==> src/sv/adr_pkg.sv <==
// Package for the anti-aliased disc rasterizer.
// Holds field widths, constants, the disc descriptor and the sequencer states.
// No dependencies; every other file imports it.
`timescale 1ns / 1ps
`default_nettype none

package adr_pkg;

  localparam int MaxRadius = 3;
  localparam int CoordW    = 12;
  localparam int FixW      = 16;
  localparam int RadW      = 6;
  localparam int LevelW    = 8;
  localparam int CfgIdxW   = 2;
  localparam int CfgDataW  = 12;
  localparam int SqW       = 48;
  localparam int RootW     = 24;

  localparam logic [CfgIdxW-1:0]  RegScreenWidth  = CfgIdxW'(0);
  localparam logic [CfgIdxW-1:0]  RegScreenHeight = CfgIdxW'(1);
  localparam logic [CoordW-1:0]   WidthReset      = CoordW'(640);
  localparam logic [CoordW-1:0]   HeightReset     = CoordW'(480);
  localparam logic [RadW-1:0]     RadMax          = RadW'(MaxRadius * 16);
  localparam logic [17:0]         LevelScale      = 18'd260100;
  localparam logic [LevelW-1:0]   LevelFull       = 8'd255;

  typedef struct packed {
    logic              is_small;
    logic [CoordW-1:0] xfl;
    logic [CoordW-1:0] yfl;
    logic [3:0]        xf;
    logic [3:0]        yf;
    logic [RadW-1:0]   rad;
    logic [1:0]        rc;
    logic [10:0]       rin2;
    logic [11:0]       rsq;
  } disc_t;

  typedef struct packed {
    logic           start;
    logic [SqW-1:0] operand;
  } sq_req_t;

  typedef struct packed {
    logic             done;
    logic [RootW-1:0] root;
  } sq_rsp_t;

  typedef enum logic [3:0] {
    ST_IDLE,
    ST_SM_R2,
    ST_SM_A,
    ST_SM_B,
    ST_SM_PIX,
    ST_LG_PIX,
    ST_MUL,
    ST_SQ_GO,
    ST_SQ_WAIT,
    ST_EMIT,
    ST_FLUSH
  } back_state_e;

endpackage

`default_nettype wire

==> src/sv/adr_ifs.sv <==
// Handshake interfaces of the disc rasterizer: disc requests, pixel results
// and configuration writes. Depends on adr_pkg.
`timescale 1ns / 1ps
`default_nettype none

interface adr_disc_if import adr_pkg::*; ();
  logic            valid;
  logic            ready;
  logic [FixW-1:0] center_x;
  logic [FixW-1:0] center_y;
  logic [RadW-1:0] disc_radius;
  modport source (output valid, center_x, center_y, disc_radius, input ready);
  modport sink   (input valid, center_x, center_y, disc_radius, output ready);
endinterface

interface adr_pix_if import adr_pkg::*; ();
  logic              valid;
  logic              ready;
  logic [CoordW-1:0] pixel_x;
  logic [CoordW-1:0] pixel_y;
  logic [LevelW-1:0] pixel_level;
  logic              final_pixel;
  modport source (output valid, pixel_x, pixel_y, pixel_level, final_pixel, input ready);
  modport sink   (input valid, pixel_x, pixel_y, pixel_level, final_pixel, output ready);
endinterface

interface adr_cfg_if import adr_pkg::*; ();
  logic                valid;
  logic                ready;
  logic [CfgIdxW-1:0]  index;
  logic [CfgDataW-1:0] data;
  modport source (output valid, index, data, input ready);
  modport sink   (input valid, index, data, output ready);
endinterface

`default_nettype wire

==> src/sv/adr_front.sv <==
// Front end: takes a disc request, clamps the radius and derives the scan
// parameters pushed into the descriptor queue. Depends on adr_pkg, adr_ifs.
`timescale 1ns / 1ps
`default_nettype none

module adr_front import adr_pkg::*; (
  adr_disc_if.sink    disc_i,
  output logic        push_valid_o,
  output disc_t       push_data_o,
  input  logic        push_ready_i
);

  logic [RadW-1:0] rad;
  logic [6:0]      rad_up;
  logic [RadW-1:0] rin;

  always_comb begin
    rad    = (disc_i.disc_radius > RadMax) ? RadMax : disc_i.disc_radius;
    rad_up = {1'b0, rad} + 7'd15;
    rin    = rad - RadW'(16);
    push_data_o.is_small = (rad < RadW'(16));
    push_data_o.xfl      = disc_i.center_x[FixW-1:4];
    push_data_o.yfl      = disc_i.center_y[FixW-1:4];
    push_data_o.xf       = disc_i.center_x[3:0];
    push_data_o.yf       = disc_i.center_y[3:0];
    push_data_o.rad      = rad;
    push_data_o.rc       = rad_up[5:4];
    push_data_o.rin2     = 11'(rin) * 11'(rin);
    push_data_o.rsq      = 12'(rad) * 12'(rad);
  end

  assign push_valid_o = disc_i.valid;
  assign disc_i.ready = push_ready_i;

endmodule

`default_nettype wire

==> src/sv/adr_queue.sv <==
// Two-entry descriptor queue between the front end and the pixel sequencer.
// Depends on adr_pkg.
`timescale 1ns / 1ps
`default_nettype none

module adr_queue import adr_pkg::*; (
  input  logic  clk_i,
  input  logic  rst_ni,
  input  logic  push_i,
  input  disc_t data_i,
  output logic  ready_o,
  output logic  valid_o,
  output disc_t data_o,
  input  logic  pop_i
);

  disc_t      mem_q [2];
  logic       wr_q, wr_d;
  logic       rd_q, rd_d;
  logic [1:0] cnt_q, cnt_d;
  logic       do_push, do_pop;

  assign ready_o = (cnt_q != 2'd2);
  assign valid_o = (cnt_q != 2'd0);
  assign data_o  = mem_q[rd_q];
  assign do_push = push_i && ready_o;
  assign do_pop  = pop_i && valid_o;

  always_comb begin
    wr_d  = do_push ? ~wr_q : wr_q;
    rd_d  = do_pop ? ~rd_q : rd_q;
    cnt_d = cnt_q + 2'(do_push) - 2'(do_pop);
  end

  always_ff @(posedge clk_i or negedge rst_ni) begin
    if (!rst_ni) begin
      wr_q  <= 1'b0;
      rd_q  <= 1'b0;
      cnt_q <= 2'd0;
    end else begin
      wr_q  <= wr_d;
      rd_q  <= rd_d;
      cnt_q <= cnt_d;
    end
  end

  always_ff @(posedge clk_i) begin
    if (do_push) begin
      mem_q[wr_q] <= data_i;
    end
  end

endmodule

`default_nettype wire

==> src/sv/adr_sqrt.sv <==
// Iterative integer square root, two result bits per cycle.
// Depends on adr_pkg.
`timescale 1ns / 1ps
`default_nettype none

module adr_sqrt import adr_pkg::*; (
  input  logic    clk_i,
  input  logic    rst_ni,
  input  sq_req_t req_i,
  output sq_rsp_t rsp_o
);

  logic [SqW-1:0] v_q, v_d;
  logic [SqW-1:0] res_q, res_d;
  logic [SqW-1:0] bit_q, bit_d;
  logic           busy_q, done_q;

  always_comb begin
    v_d   = v_q;
    res_d = res_q;
    bit_d = bit_q;
    for (int s = 0; s < 2; s++) begin
      if (v_d >= res_d + bit_d) begin
        v_d   = v_d - (res_d + bit_d);
        res_d = (res_d >> 1) + bit_d;
      end else begin
        res_d = res_d >> 1;
      end
      bit_d = bit_d >> 2;
    end
  end

  always_ff @(posedge clk_i or negedge rst_ni) begin
    if (!rst_ni) begin
      busy_q <= 1'b0;
      done_q <= 1'b0;
    end else begin
      done_q <= busy_q && !req_i.start && (bit_d == '0);
      if (req_i.start) begin
        busy_q <= 1'b1;
      end else if (busy_q && (bit_d == '0)) begin
        busy_q <= 1'b0;
      end
    end
  end

  always_ff @(posedge clk_i) begin
    if (req_i.start) begin
      v_q   <= req_i.operand;
      res_q <= '0;
      bit_q <= SqW'(1) << (SqW - 2);
    end else if (busy_q) begin
      v_q   <= v_d;
      res_q <= res_d;
      bit_q <= bit_d;
    end
  end

  assign rsp_o.done = done_q;
  assign rsp_o.root = res_q[RootW-1:0];

endmodule

`default_nettype wire

==> src/sv/adr_back.sv <==
// Pixel sequencer: walks the candidate pixels of one disc, computes the
// brightness with the shared square-root unit and drives the pixel channel.
// Depends on adr_pkg, adr_ifs and adr_sqrt (through the top level).
`timescale 1ns / 1ps
`default_nettype none

module adr_back import adr_pkg::*; (
  input  logic              clk_i,
  input  logic              rst_ni,
  input  logic              q_valid_i,
  input  disc_t             q_data_i,
  output logic              q_pop_o,
  input  logic [CoordW-1:0] width_i,
  input  logic [CoordW-1:0] height_i,
  output sq_req_t           sq_req_o,
  input  sq_rsp_t           sq_rsp_i,
  adr_pix_if.source         pix_o
);

  back_state_e state_q, state_d;
  disc_t       d_q;
  logic [1:0]  k_q;
  logic signed [2:0] i_q, j_q;
  logic [7:0]  r2_q;
  logic [11:0] a_q;
  logic [15:0] rr_q;
  logic [23:0] aa_q, b_q;
  logic [28:0] m_q;
  logic [SqW-1:0] prod_q;
  logic        dist_q;
  logic [LevelW-1:0] lvl_q;
  logic        pend_vld_q;
  logic [CoordW-1:0] pend_x_q, pend_y_q;
  logic [LevelW-1:0] pend_lvl_q;
  logic        out_vld_q;
  logic [CoordW-1:0] out_x_q, out_y_q;
  logic [LevelW-1:0] out_lvl_q;
  logic        out_fin_q;

  logic [12:0] sx, sy;
  logic        s_on;
  logic signed [13:0] lx, ly;
  logic        l_on;
  logic signed [7:0] dx, dy;
  logic [15:0] dxsq, dysq;
  logic [13:0] d2;
  logic [23:0] msel;
  logic [4:0]  wt;
  logic [28:0] m_new;
  logic [13:0] depth;
  logic [24:0] rnd;
  logic [17:0] lvl_raw;
  logic [LevelW-1:0] lvl_new;
  logic signed [2:0] rcs, istart;
  logic        last;
  logic [CoordW-1:0] cur_x, cur_y;
  logic        out_free;
  logic        do_adv, pend_load, push_out, push_fin, sq_start;

  always_comb begin
    sx   = {1'b0, d_q.xfl} + 13'(k_q[0]);
    sy   = {1'b0, d_q.yfl} + 13'(k_q[1]);
    s_on = (sx < {1'b0, width_i}) && (sy < {1'b0, height_i});
    lx   = signed'({2'b00, d_q.xfl}) + 14'(i_q);
    ly   = signed'({2'b00, d_q.yfl}) + 14'(j_q);
    l_on = !lx[13] && !ly[13] && (lx[12:0] < {1'b0, width_i})
           && (ly[12:0] < {1'b0, height_i});
    dx   = 8'((8'(i_q) <<< 4) - {4'b0000, d_q.xf});
    dy   = 8'((8'(j_q) <<< 4) - {4'b0000, d_q.yf});
    dxsq = 16'(dx) * 16'(dx);
    dysq = 16'(dy) * 16'(dy);
    d2   = 14'(dxsq) + 14'(dysq);
    msel = k_q[0] ? b_q : aa_q;
    wt   = k_q[1] ? {1'b0, d_q.yf} : 5'd16 - {1'b0, d_q.yf};
    m_new = 29'(msel) * 29'(wt);
    depth = {d_q.rad, 8'h00} - sq_rsp_i.root[13:0];
    rnd  = d_q.is_small ? ({1'b0, sq_rsp_i.root} + 25'd16384)
                        : ({1'b0, sq_rsp_i.root} + 25'd64);
    lvl_raw = d_q.is_small ? 18'(rnd >> 15) : 18'(rnd >> 7);
    lvl_new = (lvl_raw > 18'(LevelFull)) ? LevelFull : lvl_raw[LevelW-1:0];
    rcs    = signed'({1'b0, d_q.rc});
    istart = ~signed'({1'b0, q_data_i.rc});
    last   = d_q.is_small ? (k_q == 2'd3) : ((i_q == rcs) && (j_q == rcs));
    cur_x  = d_q.is_small ? sx[CoordW-1:0] : lx[CoordW-1:0];
    cur_y  = d_q.is_small ? sy[CoordW-1:0] : ly[CoordW-1:0];
    out_free = !out_vld_q || pix_o.ready;
  end

  always_comb begin
    state_d = state_q;
    unique case (state_q)
      ST_IDLE: begin
        if (q_valid_i) begin
          state_d = q_data_i.is_small ? ST_SM_R2 : ST_LG_PIX;
        end
      end
      ST_SM_R2: state_d = ST_SM_A;
      ST_SM_A:  state_d = ST_SM_B;
      ST_SM_B:  state_d = ST_SM_PIX;
      ST_SM_PIX: begin
        if (s_on) begin
          state_d = ST_MUL;
        end else if (last) begin
          state_d = ST_FLUSH;
        end
      end
      ST_LG_PIX: begin
        if (l_on && (d2 <= 14'(d_q.rin2))) begin
          state_d = ST_EMIT;
        end else if (l_on && (d2 < 14'(d_q.rsq))) begin
          state_d = ST_SQ_GO;
        end else if (last) begin
          state_d = ST_FLUSH;
        end
      end
      ST_MUL:   state_d = ST_SQ_GO;
      ST_SQ_GO: state_d = ST_SQ_WAIT;
      ST_SQ_WAIT: begin
        if (sq_rsp_i.done) begin
          state_d = dist_q ? ST_MUL : ST_EMIT;
        end
      end
      ST_EMIT: begin
        if (!pend_vld_q || out_free) begin
          if (last) begin
            state_d = ST_FLUSH;
          end else begin
            state_d = d_q.is_small ? ST_SM_PIX : ST_LG_PIX;
          end
        end
      end
      ST_FLUSH: begin
        if (!pend_vld_q || out_free) begin
          state_d = ST_IDLE;
        end
      end
      default: state_d = ST_IDLE;
    endcase
  end

  always_comb begin
    q_pop_o   = 1'b0;
    do_adv    = 1'b0;
    pend_load = 1'b0;
    push_out  = 1'b0;
    push_fin  = 1'b0;
    sq_start  = 1'b0;
    unique case (state_q)
      ST_IDLE:   q_pop_o = q_valid_i;
      ST_SM_PIX: do_adv = !s_on;
      ST_LG_PIX: do_adv = !(l_on && (d2 < 14'(d_q.rsq)));
      ST_SQ_GO:  sq_start = 1'b1;
      ST_EMIT: begin
        if (!pend_vld_q || out_free) begin
          do_adv    = 1'b1;
          pend_load = 1'b1;
          push_out  = pend_vld_q;
        end
      end
      ST_FLUSH: begin
        push_out = pend_vld_q && out_free;
        push_fin = 1'b1;
      end
      default: ;
    endcase
  end

  assign sq_req_o.start   = sq_start;
  assign sq_req_o.operand = prod_q;

  always_ff @(posedge clk_i or negedge rst_ni) begin
    if (!rst_ni) begin
      state_q    <= ST_IDLE;
      pend_vld_q <= 1'b0;
      out_vld_q  <= 1'b0;
    end else begin
      state_q <= state_d;
      if (pend_load) begin
        pend_vld_q <= 1'b1;
      end else if (push_out) begin
        pend_vld_q <= 1'b0;
      end
      if (push_out) begin
        out_vld_q <= 1'b1;
      end else if (pix_o.ready) begin
        out_vld_q <= 1'b0;
      end
    end
  end

  always_ff @(posedge clk_i) begin
    if (q_pop_o) begin
      d_q <= q_data_i;
      k_q <= 2'd0;
      i_q <= istart;
      j_q <= istart;
    end else if (do_adv) begin
      if (d_q.is_small) begin
        k_q <= k_q + 2'd1;
      end else if (i_q == rcs) begin
        i_q <= ~rcs;
        j_q <= j_q + 3'sd1;
      end else begin
        i_q <= i_q + 3'sd1;
      end
    end
    if (state_q == ST_SM_R2) begin
      r2_q <= 8'(d_q.rad[3:0]) * 8'(d_q.rad[3:0]);
    end
    if (state_q == ST_SM_A) begin
      a_q  <= 12'(r2_q) * 12'(5'd16 - {1'b0, d_q.xf});
      rr_q <= 16'(r2_q) * 16'(r2_q);
    end
    if (state_q == ST_SM_B) begin
      aa_q <= 24'(a_q) * 24'(a_q);
      b_q  <= 24'({rr_q, 4'h0}) * 24'(d_q.xf);
    end
    if (state_q == ST_SM_PIX) begin
      m_q    <= m_new;
      dist_q <= 1'b0;
    end
    if (state_q == ST_LG_PIX) begin
      prod_q <= SqW'({d2, 16'h0000});
      dist_q <= 1'b1;
      lvl_q  <= LevelFull;
    end
    if (state_q == ST_MUL) begin
      prod_q <= SqW'(m_q) * SqW'(LevelScale);
    end
    if ((state_q == ST_SQ_WAIT) && sq_rsp_i.done) begin
      if (dist_q) begin
        m_q    <= 29'(depth);
        dist_q <= 1'b0;
      end else begin
        lvl_q <= lvl_new;
      end
    end
    if (pend_load) begin
      pend_x_q   <= cur_x;
      pend_y_q   <= cur_y;
      pend_lvl_q <= lvl_q;
    end
    if (push_out) begin
      out_x_q   <= pend_x_q;
      out_y_q   <= pend_y_q;
      out_lvl_q <= pend_lvl_q;
      out_fin_q <= push_fin;
    end
  end

  assign pix_o.valid       = out_vld_q;
  assign pix_o.pixel_x     = out_x_q;
  assign pix_o.pixel_y     = out_y_q;
  assign pix_o.pixel_level = out_lvl_q;
  assign pix_o.final_pixel = out_fin_q;

endmodule

`default_nettype wire

==> src/sv/antialiased_disc_rasterizer.sv <==
// Top level of the anti-aliased disc rasterizer: configuration registers,
// front end, descriptor queue, pixel sequencer and square-root unit.
// Depends on adr_pkg, adr_ifs, adr_front, adr_queue, adr_sqrt, adr_back.
`timescale 1ns / 1ps
`default_nettype none

// Each disc request yields up to 64 pixel results in raster order, the last
// one flagged by final_pixel. The front end takes a new disc every cycle
// into a two-entry queue while the queue has room; the sequencer handles
// one disc at a time. A disc with radius below one pixel first computes its
// setup products, then runs the shared square-root unit once per on-screen
// pixel. A larger disc visits each candidate in its scan window (at most
// 64), emits each full pixel directly and runs the shared square-root unit
// twice per rim pixel; even the largest radius has only about two dozen rim
// pixels. Output stalls hold the sequencer back. A finished pixel waits in
// an output register while the next one is computed.
module antialiased_disc_rasterizer import adr_pkg::*; (
  input  logic       clk_i,
  input  logic       rst_ni,
  adr_cfg_if.sink    cfg_i,
  adr_disc_if.sink   disc_i,
  adr_pix_if.source  pix_o
);

  logic [CoordW-1:0] width_q, height_q;
  logic    push_valid, push_ready;
  disc_t   push_data;
  logic    q_valid, q_pop;
  disc_t   q_data;
  sq_req_t sq_req;
  sq_rsp_t sq_rsp;

  assign cfg_i.ready = 1'b1;

  always_ff @(posedge clk_i or negedge rst_ni) begin
    if (!rst_ni) begin
      width_q  <= WidthReset;
      height_q <= HeightReset;
    end else if (cfg_i.valid) begin
      if (cfg_i.index == RegScreenWidth) begin
        width_q <= cfg_i.data;
      end
      if (cfg_i.index == RegScreenHeight) begin
        height_q <= cfg_i.data;
      end
    end
  end

  adr_front u_front (
    .disc_i       (disc_i),
    .push_valid_o (push_valid),
    .push_data_o  (push_data),
    .push_ready_i (push_ready)
  );

  adr_queue u_queue (
    .clk_i   (clk_i),
    .rst_ni  (rst_ni),
    .push_i  (push_valid),
    .data_i  (push_data),
    .ready_o (push_ready),
    .valid_o (q_valid),
    .data_o  (q_data),
    .pop_i   (q_pop)
  );

  adr_sqrt u_sqrt (
    .clk_i  (clk_i),
    .rst_ni (rst_ni),
    .req_i  (sq_req),
    .rsp_o  (sq_rsp)
  );

  adr_back u_back (
    .clk_i     (clk_i),
    .rst_ni    (rst_ni),
    .q_valid_i (q_valid),
    .q_data_i  (q_data),
    .q_pop_o   (q_pop),
    .width_i   (width_q),
    .height_i  (height_q),
    .sq_req_o  (sq_req),
    .sq_rsp_i  (sq_rsp),
    .pix_o     (pix_o)
  );

endmodule

`default_nettype wire

==> src/flat_wrapper.sv <==
// flat-port wrapper written by rule: the top's interface ports become plain ports
module antialiased_disc_rasterizer_flat import adr_pkg::*;
  (clk_i, rst_ni, cfg_i_valid, cfg_i_index, cfg_i_data, cfg_i_ready, disc_i_valid, disc_i_center_x, disc_i_center_y, disc_i_disc_radius, disc_i_ready, pix_o_valid, pix_o_pixel_x, pix_o_pixel_y, pix_o_pixel_level, pix_o_final_pixel, pix_o_ready);
  adr_cfg_if cfg_i_i ();
  adr_disc_if disc_i_i ();
  adr_pix_if pix_o_i ();
  input  logic clk_i;
  input  logic rst_ni;
  input wire logic [$bits(cfg_i_i.valid)-1:0] cfg_i_valid;
  input wire logic [$bits(cfg_i_i.index)-1:0] cfg_i_index;
  input wire logic [$bits(cfg_i_i.data)-1:0] cfg_i_data;
  output wire logic [$bits(cfg_i_i.ready)-1:0] cfg_i_ready;
  input wire logic [$bits(disc_i_i.valid)-1:0] disc_i_valid;
  input wire logic [$bits(disc_i_i.center_x)-1:0] disc_i_center_x;
  input wire logic [$bits(disc_i_i.center_y)-1:0] disc_i_center_y;
  input wire logic [$bits(disc_i_i.disc_radius)-1:0] disc_i_disc_radius;
  output wire logic [$bits(disc_i_i.ready)-1:0] disc_i_ready;
  output wire logic [$bits(pix_o_i.valid)-1:0] pix_o_valid;
  output wire logic [$bits(pix_o_i.pixel_x)-1:0] pix_o_pixel_x;
  output wire logic [$bits(pix_o_i.pixel_y)-1:0] pix_o_pixel_y;
  output wire logic [$bits(pix_o_i.pixel_level)-1:0] pix_o_pixel_level;
  output wire logic [$bits(pix_o_i.final_pixel)-1:0] pix_o_final_pixel;
  input wire logic [$bits(pix_o_i.ready)-1:0] pix_o_ready;
  assign cfg_i_i.valid = cfg_i_valid;
  assign cfg_i_i.index = cfg_i_index;
  assign cfg_i_i.data = cfg_i_data;
  assign cfg_i_ready = cfg_i_i.ready;
  assign disc_i_i.valid = disc_i_valid;
  assign disc_i_i.center_x = disc_i_center_x;
  assign disc_i_i.center_y = disc_i_center_y;
  assign disc_i_i.disc_radius = disc_i_disc_radius;
  assign disc_i_ready = disc_i_i.ready;
  assign pix_o_valid = pix_o_i.valid;
  assign pix_o_pixel_x = pix_o_i.pixel_x;
  assign pix_o_pixel_y = pix_o_i.pixel_y;
  assign pix_o_pixel_level = pix_o_i.pixel_level;
  assign pix_o_final_pixel = pix_o_i.final_pixel;
  assign pix_o_i.ready = pix_o_ready;
  antialiased_disc_rasterizer u_core (.clk_i(clk_i), .rst_ni(rst_ni), .cfg_i(cfg_i_i), .disc_i(disc_i_i), .pix_o(pix_o_i));
endmodule
==> config.mk <==
export PLATFORM = sky130hd
export DESIGN_NAME = antialiased_disc_rasterizer_flat
export DESIGN_NICKNAME = d
export VERILOG_FILES = /design/src/sv/adr_pkg.sv /design/src/sv/adr_ifs.sv /design/src/sv/adr_front.sv /design/src/sv/adr_queue.sv /design/src/sv/adr_sqrt.sv /design/src/sv/adr_back.sv /design/src/sv/antialiased_disc_rasterizer.sv /design/src/flat_wrapper.sv
export SDC_FILE = /design/constraint.sdc
export NUM_CORES = 2
export LEC_CHECK = 0
export BUFFER_PORTS_ARGS = -buffer_cell sky130_fd_sc_hd__buf_2
export CORE_MARGIN = 3
export CORE_UTILIZATION = 55
export CTS_CLUSTER_DIAMETER = 150
export DETAILED_ROUTE_END_ITERATION = 12
export PLACE_DENSITY = 0.67
export RECOVER_POWER = 25
export SYNTH_ARGS = -nofsm -noshare
export SYNTH_HDL_FRONTEND = slang
export SYNTH_HIERARCHICAL = 1
export SYNTH_SLANG_ARGS = --single-unit
==> constraint.sdc <==
create_clock -name clk_i -period 19 [get_ports clk_i]
set_input_delay 0.95 -clock clk_i [delete_from_list [all_inputs] [get_ports clk_i]]
set_output_delay 0.95 -clock clk_i [all_outputs]
set_load 0.01 [all_outputs]
# == Yosys cells after proc, flatten, opt, wreduce, memory -nomap -nowiden ==
# Memories as Yosys holds them, arrays and structs flattened.
# Cells that the tools add are included.
# totals
word_cells,218
memories,1
latchBits,0
romBits,0
reg_bits,444
output_inout_bits,36
ram_bits,128
# mem_list
memory,words,word_bits,rd,rd_clocked_by_memory_dff,wr,line_no,text
u_core.u_queue.mem_q,2,64,1,0,1,adr_queue.sv:17,disc_t mem_q [2];
# op_classes
n_eq_ne,20
n_lt_le_gt_ge,11
addsub,25
bitwise,4
n_shift,0
n_div,0
multipliers,11
reduce_logical,40
n_mux,64
# op_table
op,count
$mux W48,5
$mux W47,3
$ge A48 B48 Y1,2
$sub A48 B48 Y48,2
$mux W29,3
$lt A13 B12 Y1,4
$add A47 B45 Y48,1
$add A47 B47 Y48,1
$add A48 B45 Y48,1
$add A48 B47 Y48,1
$logic_not A48 Y1,1
$mul A29 B16 Y45 const B,1
$pmux W4 S11,1
$mux W4,10
$mux W8,4
$mul A24 B5 Y29,1
$add A13 B3 Y14,2
$mul A8 B8 Y14,2
$mux W3,9
$add A12 B1 Y13,2
$add A24 B15 Y25 const B,1
$add A24 B7 Y25 const B,1
$mux W25,1
$mul A12 B12 Y24,1
other kinds (50),115

# == Depth between registers and ports, before layout ==
# logic_depth
depth_word,10
depth_mapped,51

# == Cells and area by module ==
# The synthesis kept the hierarchy.
# modules_own_cells
mod,n_inst,cells_per_inst,area_each_um2
adr_back,1,3405,35191.3
adr_sqrt,1,2201,16294.4
adr_queue,1,216,5023.6
adr_front,1,222,1692.9
antialiased_disc_rasterizer,1,54,953.4

# == Worst setup path before layout ==
# Ideal clock, no wire load.
# synth_path
path_type,reg2reg
startpoint,register u_core.u_sqrt.res_q[5]
endpoint,register u_core.u_sqrt.v_q[41] (data pin)
path_slack_ps,9130
path_stages_with_launch,49
t_arrival_ps,9609
period_less_slack_ps,9870
setup_time_ps,261
path_cell_list,dfxtp_1 -> buf_1 -> and4_1 -> a21oi_1 -> o21bai_1 -> a31oi_1 -> nor2_1 -> a31o_2 -> nand3_1 -> o21bai_1 -> a21o_1 -> a21o_1 -> a21o_1 -> nand3_1 -> xor2_1 -> ha_1 -> nand4_1 -> nor4_1 -> (+13 left out) -> nand2_1 -> o31ai_1 -> xnor2_1 -> ha_1 -> a21o_1 -> a21o_1 -> a21oi_1 -> o21a_1 -> o21ai_0 -> a311oi_1 -> o31ai_1 -> or2_2 -> clkbuf_1 -> clkbuf_1 -> buf_1 -> nand2_1 -> nor2_1 -> a221o_1
# synth_via
elab_chain_cells,8
word_cells_on_any_way,12
# synth_lines
item,line_no,text
from (decl),adr_sqrt.sv:14,"logic [SqW-1:0] res_q, res_d;"
from (signal assigned),adr_sqrt.sv:54,res_q <= res_d;
$add A48 B47 Y48,"adr_sqrt.sv:23, adr_sqrt.sv:24",
$ge A48 B48 Y1,adr_sqrt.sv:23,if (v_d >= res_d + bit_d) begin
$mux W48,adr_sqrt.sv:23,
$add A48 B45 Y48,"adr_sqrt.sv:23, adr_sqrt.sv:24",
$sub A48 B48 Y48 or $ge A48 B48 Y1 (tied branches),"adr_sqrt.sv:24, adr_sqrt.sv:23",
$mux W48 *,adr_sqrt.sv:23,
$mux W48 *,adr_sqrt.sv:52,end else if (busy_q) begin
$mux W47 *,adr_sqrt.sv:48,if (req_i.start) begin
to (signal assigned),adr_sqrt.sv:49,v_q <= req_i.operand;
to (signal assigned),adr_sqrt.sv:53,v_q <= v_d;
to (decl),adr_sqrt.sv:13,"logic [SqW-1:0] v_q, v_d;"
# Mark *: on every way between the ends. The rest lies on a longest branch, timed or not. The select of a mux whose other input is x is not followed.
# A chain may end at the register's enable or synchronous reset.

# == Worst setup path in the final report ==
# layout_path
startpoint,register u_core.u_sqrt.res_q[2]
endpoint,register u_core.u_sqrt.v_q[47] (data pin)
# layout_via
elab_chain_cells,7
word_cells_on_any_way,11
# layout_lines
item,line_no
$add A48 B47 Y48,"adr_sqrt.sv:23, adr_sqrt.sv:24"
$ge A48 B48 Y1,adr_sqrt.sv:23
$mux W48,adr_sqrt.sv:23
$add A48 B45 Y48,"adr_sqrt.sv:23, adr_sqrt.sv:24"
$sub A48 B48 Y48 or $ge A48 B48 Y1 (tied branches),"adr_sqrt.sv:24, adr_sqrt.sv:23"
$mux W48 *,adr_sqrt.sv:23
$mux W48 *,adr_sqrt.sv:52
# Marked as above.

==> out/metrics.yaml <==
run_status:
  outcome: "finished with violations"
  violations: "max-capacitance violations, max-slew violations"
die:
  start_util_pct: 55.8
  die_area_um2: 112000
  fp.dieW_um: 334
  rows: 119
  io_pins: 93
  core_area_um2: 106000
  die_h_um: 334
cts:
  cts_buffers: 70
  root_buffer: "clkbuf_16"
  holdBufCountCts: 0
  clkSlewWorstSetupHoldPaths_ns: 0.07
  post_cts_buffers: 0
  cts_tree: "built"
  cts_resized: 0
  cts_max_path_buffers: 3
  cts_sinks: 569
  h-tree-depth: 3
  clkLatencyLatePin_ns: 0.68
global_routing:
  grt_max_degree: 84
  grt_util_all_layers_pct: 27.0
  grt_pass1_vias: 43543
  antenna_found_initial: 3
  grt_pass1_wl_mm: 240
  overflow: 0
route:
  viasPerCell: 5.85
  wl_mm: 150
  vias: 43908
  drt_iter0_drc: 3157
  wl_met3_mm: 7.48
  drt-met1-wl_mm: 67.2
  top_layer_used: "met4"
  dr_wl_met2_mm: 71.2
  drtPass1Iterations: 8
  drc_errors: 0
  antenna_left: 0
  route.detailed.wl_per_inst_um: 20.0
place:
  finalWeightedCongestion: 0.964
  dpl.hpwl_mm: 119
  portBuffers: 91
timing:
  relSlewSlack_pct: -155
  hold_viol_final: 0
  period_share_pct: 71.7
  fmax_mhz: 73.4
  fin_crit_ns: 13.63
  setup_tns_ns: 0
  drv_slew: 147
  finalClockSkew_ns: 0.0446
  rsz0062_at_grt: "false"
  finalSetupViolCount: 0
  worst_slew_pin_slew_ns: 3.82
yosys:
  ys_types: 114
  yosysWarnings: 6
  synth_seq_cells: 569
  synth_cells: 6098
  seq_area_frac_synth_pct: 26.9
  avgSynthCellArea_um2: 9.70
  synth_top_area_share_pct: 22.0
  synthArstFlopShare_pct: 6.33
  ys_top_cells_by_area: "edfxtp_1 (22%), fa_1 (15%), ha_1 (14%)"
  synth_area_leader_cell: "edfxtp_1"
  synth_edf_count: 433
  syn_area_um2: 59200
  synth_top_flop_cell: "edfxtp_1"
finish:
  nNetsFinal: 7189
  layout_common_cells: "ha_1 (640), inv_1 (587), nand2_1 (491)"
  fillers: 9198
  ff_latch_area_um2: 15900
  final_common_cell: "ha_1"
  area_growth_pct: 6.18
  final_layout_size_suffix_gt1_share_pct: 7.17
  multi_input_area_um2: 39600
critical_path:
  cp.required_ns: 19.42
  crit_top_cell: "a21o_1"
  rr_worst_depth: 44
  crit_type: "flip-flop to flip-flop"
  worst_path_max_delay_cell: "buf_4"
  critPathLaunchType: "flip-flop"
  crit_cells: 44
  cpLargestDelayFamily: "compound AO/OA/AOI/OAI gates"
  cpPeakStageDelay_ns: 0.70
  end_kind: "flip-flop"
  path_buf_inv: 2
  worstPathArrival_ns: 14.05
  path_max_fanout: 66
flow_run:
  cap_violations: 4
pwr:
  irDropWorstVdd_v: 0.000216
  p_total_mw: 4.27
  pwr_density_cell_nw_per_um2: 68.0
  leakagePower_nw: 26.4
worst_hold_path:
  hold_depth: 0
  min_path_type: "flip-flop to flip-flop"
-- path summary, 6_finish.rpt --
path / startpoint / end / slack (ns)
min in group asynchronous: rst_ni / u_core/height_q[4] / 1.08
hold / removal: u_core/u_back/pend_y_q[2] / u_core/u_back/pix_o.pixel_y[2] / 0.42
hold reg to reg: u_core/u_back/pend_y_q[2] / u_core/u_back/pix_o.pixel_y[2] / 0.42
setup / recovery: u_core/u_sqrt/res_q[2] / u_core/u_sqrt/v_q[47] / 5.37
max in group asynchronous: rst_ni / u_core/u_sqrt/busy_q / 16.43
setup reg to reg: u_core/u_sqrt/res_q[2] / u_core/u_sqrt/v_q[47] / 5.37
-- cells by family (layout without fill, tap and decap cells) --
kind of cell,after synthesis,in the layout,share of synthesized area [%]
DFF,569,569,26.9
muxes,190,190,3.84
adders and majority gates,1080,1080,28.4
other,4,26,0.0254
and+or+nand+nor,1677,1677,13.9
buffers and inverters,869,858,6.19
AOI/OAI and AO/OA,1212,1212,13.3
xor gates and xnor gates,497,497,7.43
-- worst reg2reg max path, delay by kind of cell (launching register included) --
family,cells,cell delay [ns]
multiplexers,1,0.29
buffers and inverters,2,1.23
AO/OA/AOI/OAI,23,6.27
AND/OR/NAND/NOR,11,3.14
adder cells (fa/ha/maj),4,1.48
flip-flops,1,0.50
XOR/XNOR,3,0.50
-- cell usage after synthesis (74+ instances only) --
master,n
inv_1,589
edfxtp_1,433
mux2_2,94
buf_4,74
nand3_1,107
a21oi_1,371
nor2_1,397
fa_1,440
ha_1,640
dfxtp_1,100
nor2b_1,84
clkbuf_1,153
and2_1,184
nand2_1,494
a21o_1,124
xnor2_1,335
o21ai_0,217
xor2_1,159
nor3_1,99
-- layout make-up --
class                   count  share of cell area, %
inverters                 591                   3.53
clock inverters            40                   1.03
well taps                1391                   2.77
clock buffers              87                   2.95
flip-flops and latches    569                   25.3
multi-input cells        4680                   63.1
repair buffers            140                   1.26
diodes                      2                0.00797
-- power breakdown --
group	total, mW	internal, mW	leakage [nW]	switching, mW
sequential	1.47	1.45	4.99	0.0275
clock	1.45	0.861	1.20	0.586
combinational	1.35	0.585	20.2	0.764
-- per-layer routing --
metal	vias to the layer above	GRT usage, %
met2	1108	45.0
met4	0	7.38
met5	-	0
met3	239	3.45
li1	21059	-
met1	21502	37.2
-- stage by stage --
stage	area [um2]	setup slack, ns	cells	utilization [%]	hold slack, ns
floorplan	59200	9.13	6118	-	0.400
global placement	60500	5.82	7371	57.0	0.403
detailed placement	60500	5.54	7371	57.0	0.405
CTS	63000	5.53	7498	59.4	0.323
global route	62800	4.70	7498	59.2	0.425
finish	62800	5.37	7500	59.3	0.419
-- registers in the layout, indices dropped and copies added, names as in the netlist, 15 cells and up --
| name | count |
|---|---|
| u_core/u_back/prod_q | 45 |
| u_core/u_sqrt/res_q | 48 |
| u_core/u_back/b_q | 20 |
| u_core/u_back/aa_q | 23 |
| u_core/u_back/d_q | 64 |
| u_core/u_back/m_q | 29 |
| u_core/u_queue/mem_q | 128 |
| u_core/u_back/rr_q | 15 |
| u_core/u_sqrt/v_q | 48 |
No activity file was read; power rests on OpenSTA's default activity.
